`config.mk`:
```
export PLATFORM = sky130hd
export DESIGN_NAME = scba_ctrl
export DESIGN_NICKNAME = d
export VERILOG_FILES = /design/src/hdl/scba_pkg.sv /design/src/hdl/scba_ctrl.sv
export SDC_FILE = /design/constraint.sdc
export NUM_CORES = 1
export LEC_CHECK = 0
export CELL_PAD_IN_SITES_DETAIL_PLACEMENT = 1
export CELL_PAD_IN_SITES_GLOBAL_PLACEMENT = 1
export CORE_AREA = 3 3 40 42
export DETAILED_ROUTE_END_ITERATION = 16
export DIE_AREA = 0 0 43 45
export DONT_BUFFER_PORTS = 1
export GPL_ROUTABILITY_DRIVEN = 0
export HOLD_SLACK_MARGIN = 0.05
export PLACE_DENSITY = 0.37
export SYNTH_ARGS = -nofsm -noshare
export SYNTH_HDL_FRONTEND = slang
export SYNTH_SLANG_ARGS = --single-unit
```
`constraint.sdc`:
```
create_clock -name clock -period 1.9 [get_ports clock]
set_input_delay 0.38 -clock clock [delete_from_list [all_inputs] [get_ports clock]]
set_output_delay 0.38 -clock clock [all_outputs]
set_load 0.01 [all_outputs]
```
`src/hdl/scba_pkg.sv`:
```
// ----------------------------------------------------------------------------
// scba_pkg
// Shared constants, class table and controller/datapath types for the
// size-class block allocator.
// ----------------------------------------------------------------------------
package scba_pkg;

   localparam int NUM_CLASSES   = 36;
   localparam int CHUNK_BYTES   = 4096;
   localparam int MAX_CHUNKS    = 64;
   localparam int LARGEST_BLOCK = 1024;

   localparam int TABLE_LEN  = 36;
   localparam int ADDR_W     = 18;
   localparam int SIZE_W     = 16;
   localparam int WORD_SHIFT = 3;
   localparam int IDX_W      = ADDR_W - WORD_SHIFT;
   localparam int LINK_W     = IDX_W + 1;
   localparam int LINK_DEPTH = 1 << IDX_W;
   localparam int BYTES_W    = 11;
   localparam int CLS_W      = (NUM_CLASSES > 1) ? $clog2(NUM_CLASSES) : 1;
   localparam int CNT_W      = $clog2(MAX_CHUNKS + 1);
   localparam int WALK_W     = ADDR_W + 1;
   localparam int ADDR_SPACE = 1 << ADDR_W;

   localparam logic [BYTES_W-1:0] CLASS_BYTES [TABLE_LEN] = '{
      11'd8,   11'd16,  11'd32,  11'd48,  11'd64,  11'd96,  11'd128, 11'd144,
      11'd160, 11'd176, 11'd192, 11'd224, 11'd256, 11'd288, 11'd320, 11'd352,
      11'd384, 11'd416, 11'd480, 11'd512, 11'd544, 11'd576, 11'd608, 11'd640,
      11'd672, 11'd704, 11'd736, 11'd768, 11'd800, 11'd832, 11'd864, 11'd896,
      11'd928, 11'd960, 11'd992, 11'd1024
   };

   typedef logic [1:0] status_type;
   localparam status_type ST_DONE      = 2'd0;
   localparam status_type ST_ZERO      = 2'd1;
   localparam status_type ST_OVERSIZE  = 2'd2;
   localparam status_type ST_EXHAUSTED = 2'd3;

   localparam logic CMD_ALLOC = 1'b0;
   localparam logic CMD_FREE  = 1'b1;

   typedef struct packed {
      logic       capture;
      logic       push;
      logic       pop_rd;
      logic       pop_wr;
      logic       claim;
      logic       carve;
      logic       rsp_en;
      status_type rsp_code;
   } scba_cmd_type;

   typedef struct packed {
      logic is_zero;
      logic is_over;
      logic is_free;
      logic head_valid;
      logic exhausted;
      logic carve_last;
   } scba_stat_type;

endpackage

```
`src/hdl/scba_ctrl.sv`:
```
// ----------------------------------------------------------------------------
// scba_ctrl
// Sequencer: accept, execute, pop completion and chunk carve walk.
// ----------------------------------------------------------------------------
module scba_ctrl (
   input  logic                   clock,
   input  logic                   reset,
   input  logic                   start,
   output logic                   busy,
   input  scba_pkg::scba_stat_type stat,
   output scba_pkg::scba_cmd_type  cmd
);
   import scba_pkg::*;

   localparam logic [1:0] S_IDLE  = 2'd0;
   localparam logic [1:0] S_EXEC  = 2'd1;
   localparam logic [1:0] S_POP   = 2'd2;
   localparam logic [1:0] S_CARVE = 2'd3;

   logic [1:0] state_ff;
   logic [1:0] state_in;

   always_ff @(posedge clock) begin
      if (reset) begin
         state_ff <= S_IDLE;
      end else begin
         state_ff <= state_in;
      end
   end

   always_comb begin
      state_in = state_ff;
      cmd      = '0;
      cmd.rsp_code = ST_DONE;
      unique case (state_ff)
         S_IDLE: begin
            if (start) begin
               cmd.capture = 1'b1;
               state_in    = S_EXEC;
            end
         end
         S_EXEC: begin
            state_in = S_IDLE;
            priority if (stat.is_zero) begin
               cmd.rsp_en   = 1'b1;
               cmd.rsp_code = ST_ZERO;
            end else if (stat.is_over) begin
               cmd.rsp_en   = 1'b1;
               cmd.rsp_code = ST_OVERSIZE;
            end else if (stat.is_free) begin
               cmd.push   = 1'b1;
               cmd.rsp_en = 1'b1;
            end else if (stat.head_valid) begin
               cmd.pop_rd = 1'b1;
               state_in   = S_POP;
            end else if (stat.exhausted) begin
               cmd.rsp_en   = 1'b1;
               cmd.rsp_code = ST_EXHAUSTED;
            end else begin
               cmd.claim = 1'b1;
               state_in  = S_CARVE;
            end
         end
         S_POP: begin
            cmd.pop_wr = 1'b1;
            cmd.rsp_en = 1'b1;
            state_in   = S_IDLE;
         end
         S_CARVE: begin
            cmd.carve = 1'b1;
            if (stat.carve_last) begin
               cmd.rsp_en = 1'b1;
               state_in   = S_IDLE;
            end
         end
         default: state_in = S_IDLE;
      endcase
   end

   assign busy = (state_ff != S_IDLE);

endmodule

```
## After elaboration in Yosys (flattened, before gate mapping)

Cells that the tools add are included.
Widths: inputs -> output; s select.

| word-level totals | value |
|---|---|
| flip-flop bits (word level) | 2 |
| output and inout port bits | 10 |
| word-level logic and storage cells | 42 |

| cells by class | value |
|---|---|
| equality and inequality tests | 5 |
| multiplexer cells | 33 |
| reductions and logical operators | 3 |

Operator list:

| cell | number |
|---|---|
| $mux 2 | 12 |
| $mux 1 | 15 |
| $mux 3 | 4 |
| $pmux 2 s4 | 1 |
| $eq 2x2->1 const B | 2 |
| $ne 2x2->1 const B | 2 |
| $pmux 1 s3 | 1 |
| $eq 2x1->1 const B | 1 |
| $logic_not 2->1 | 1 |
| $reduce_and 2->1 | 1 |
| $reduce_bool 2->1 | 1 |

## Depth between registers and ports, before layout

| logic depth | value |
|---|---|
| depth after elaboration | 6 |
| depth in mapped cells | 3 |

## Least setup slack after synthesis

Ideal clock, no wire load.

| timing path | value |
|---|---|
| path type | input-to-output |
| start point | input port stat[3] in the netlist's numbering |
| end point | output port cmd[0] in the netlist's numbering |
| data arrival time | 944 ps |
| path slack | 576 ps |
| stages on the path | 3 |
| path through | nor2_2 -> a31oi_1 -> nor3b_1 |

RTL lines:

| item | line | RTL |
|---|---|---|
| start, declared | scba_ctrl.sv:10 | `input scba_pkg::scba_stat_type stat,` |
| end, declared | scba_ctrl.sv:11 | `output scba_pkg::scba_cmd_type cmd` |

==> results.py <==
metrics = {
    "final_layout": {
        "largest_reg_flops": 2,
        "fillers": 164,
        "diodes": 0,
        "top_regs": "state_ff (2)",
        "syn2layout_area_growth_pct": 20.0,
        "layout_common_cells": "nor2_1, inv_1, clkbuf_4",
        "layout-drive-gt1-share": 0.233,
        "regMostFlops": "state_ff",
        "finalNonFillerCells": 45,
        "nets": 41,
    },
    "detailed_routing": {
        "via_per_inst": 4.64,
        "drc": 0,
        "drtIter0Drc": 0,
        "ant_nets": 0,
        "wl_per_cell_um": 12.5,
        "first_pass_iters": 1,
        "drt_wl_total_um": 564,
        "vias": 209,
    },
    "run_status": {
        "status": "finished clean",
    },
    "yosys": {
        "muxShareOfSynthArea": 0,
        "synthTopCellsByArea": "dfxtp_1, nor3b_2, inv_1",
        "synth_fa_ha_area_frac": 0,
        "synth-compound-area-share": 0.194,
        "synth_warnings": 0,
        "ys_seq_area_frac": 0.194,
        "synth_xor_area_frac": 0,
        "yosysTopAreaCellShare": 0.194,
        "syn-cell-area_sq_um": 206,
        "synth_top_family_by_area": "simple AND/OR/NAND/NOR gates",
        "synthDistinctLibCells": 17,
        "ys_seq_elements": 2,
        "syn_area_per_cell_sq_um": 7.65,
        "netlist_instances": 27,
        "yosysTopAreaCell": "dfxtp_1",
        "synthSimpleGateAreaFrac": 0.539,
        "synth_fp_nets": 36,
    },
    "timing": {
        "rsz0062_at_grt": "false",
        "period_needed_ns": 1.64,
        "max_freq_ghz": 0.609,
        "tns_ns": 0,
        "clock_skew_ns": 0.000387,
        "relSlewSlack": 0.660,
        "tightestPinTransition_ns": 0.507,
        "finalMaxSlewViolations": 0,
        "setup_viol": 0,
        "hold_viol": 0,
        "fin_crit_sh": 0.864,
    },
    "die": {
        "die_w_um": 43,
        "fp.coreArea_sq_um": 1280,
        "die_h_um": 45,
        "start_util": 0.161,
        "die-area_sq_um": 1940,
        "io_pins": 19,
        "num_rows": 13,
    },
    "pwr": {
        "power_density_nw_per_um2": 628,
        "comb_power_share": 0.145,
        "vdd_ir_drop_max_mv": 0.181,
        "clock_power_share": 0.559,
        "internal-power_w": 0.000122,
        "p_switching_w": 0.0000334,
        "p_seq_frac": 0.296,
        "p_leak_nw": 0.112,
        "switching_share": 0.215,
    },
    "cts": {
        "postCtsResizedCells": 0,
        "cts.path.max_buffers": 2,
        "cts_setup_buffers": 0,
        "tritoncts": "done",
        "cts_buffers": 3,
        "cts.clk_slew.worst_paths_ns": 0.03,
        "root_buffer": "clkbuf_4",
        "clock_sinks": 2,
        "cts_hold_buf": 0,
        "clk_latency_ns": 0.21,
        "htreeDepth": 1,
    },
    "placement": {
        "port_buffers": 0,
        "place_hpwl_um": 510,
        "post-place-cells": 42,
    },
    "global_route": {
        "grt_antenna_before_repair": 0,
        "grt_max_degree": 9,
        "grt_pass1_vias": 227,
        "grt_pass1_wl_um": 966,
        "grtUsageTotal": 0.0673,
        "grt_overflow": 0,
    },
    "hold_path": {
        "min_path_type": "in -> reg",
        "hp-start": "reset",
    },
    "flow_run": {
        "cap_violations": 0,
    },
    "setup_path": {
        "crit-reg2reg-launch": "state_ff[0]$_SDFFE_PP0P_",
        "cp_max_fo": 8,
        "cp_data_arrival_time_ns": 1.26,
        "cp_data_required_time_ns": 1.52,
        "worst-setup-path-type": "reg -> out",
        "cp-start-kind": "flip-flop",
        "worstSetupStartpoint": "state_ff[1]$_SDFFE_PP0P_",
        "cp-end-kind": "output port",
    },
}
-- critical path: stages (launching register included) --
cell and delay, ns:
dfxtp_1 0.45, nor2_1 0.10, a311oi_1 0.50
-- Yosys cell counts, drive strengths merged --
| library cell | number |
|---|---|
| a31oi | 1 |
| a32oi | 1 |
| nor3b | 3 |
| inv | 4 |
| nand2b | 1 |
| a311oi | 1 |
| o31a | 1 |
| and3 | 3 |
| and3b | 1 |
| o21a | 1 |
| nor2 | 5 |
| dfxtp | 2 |
| nor2b | 1 |
| and2 | 2 |
-- through the flow --
step            util  instance area [sq um]  hold WS (ns)  setup WS, ns  total power [W]
6_report       0.193                    248         0.232         0.258         0.000156
5_1_grt        0.193                    248         0.224         0.162         0.000170
4_1_cts        0.193                    248         0.228         0.242         0.000159
3_5_place_dp   0.175                    225         0.451         0.475        0.0000698
3_3_place_gp   0.175                    225         0.451         0.472        0.0000698
2_1_floorplan      -                    206         0.450         0.576        0.0000656
-- metal layers --
metal  share of wire  track usage  vias up
li1                -            -      103
met1            0.36       0.0694       96
met2            0.50        0.102       10
met3            0.13       0.0478        0
met4               0       0.0361        0
met5               0            0        -
-- path summary, 6_finish.rpt --
kind / slack (ns) / cells past startpoint / end
min reg2reg: 0.56 / 1 / state_ff[1]$_SDFFE_PP0P_
max reg2reg: 0.78 / 3 / state_ff[0]$_SDFFE_PP0P_
min: 0.23 / 1 / state_ff[1]$_SDFFE_PP0P_
max: 0.26 / 2 / cmd[2]
-- power groups by stage --
stage               Combinational (W)  Sequential (W)  Clock [W]
detailed placement          0.0000231       0.0000467          0
floorplan                   0.0000198       0.0000458          0
global route                0.0000261       0.0000463  0.0000973
finish                      0.0000225       0.0000460  0.0000870
CTS                         0.0000231       0.0000462  0.0000898
global placement            0.0000231       0.0000467          0
-- area by class of cell --
cell class,count,area [sq um],area share
inverter,4,15.0,0.0606
multi-input combinational,21,151,0.611
clock buffer,3,22.5,0.0909
sequential,2,40.0,0.162
tap,15,18.8,0.0758
-- cell families (layout without fill, tap and decap cells) --
logic type,count (synthesis),count (layout)
AOI/OAI and AO/OA,5,5
buffers and inverters,4,7
DFF,2,2
and+or+nand+nor,16,16
Power figures use the tool's default switching activity.
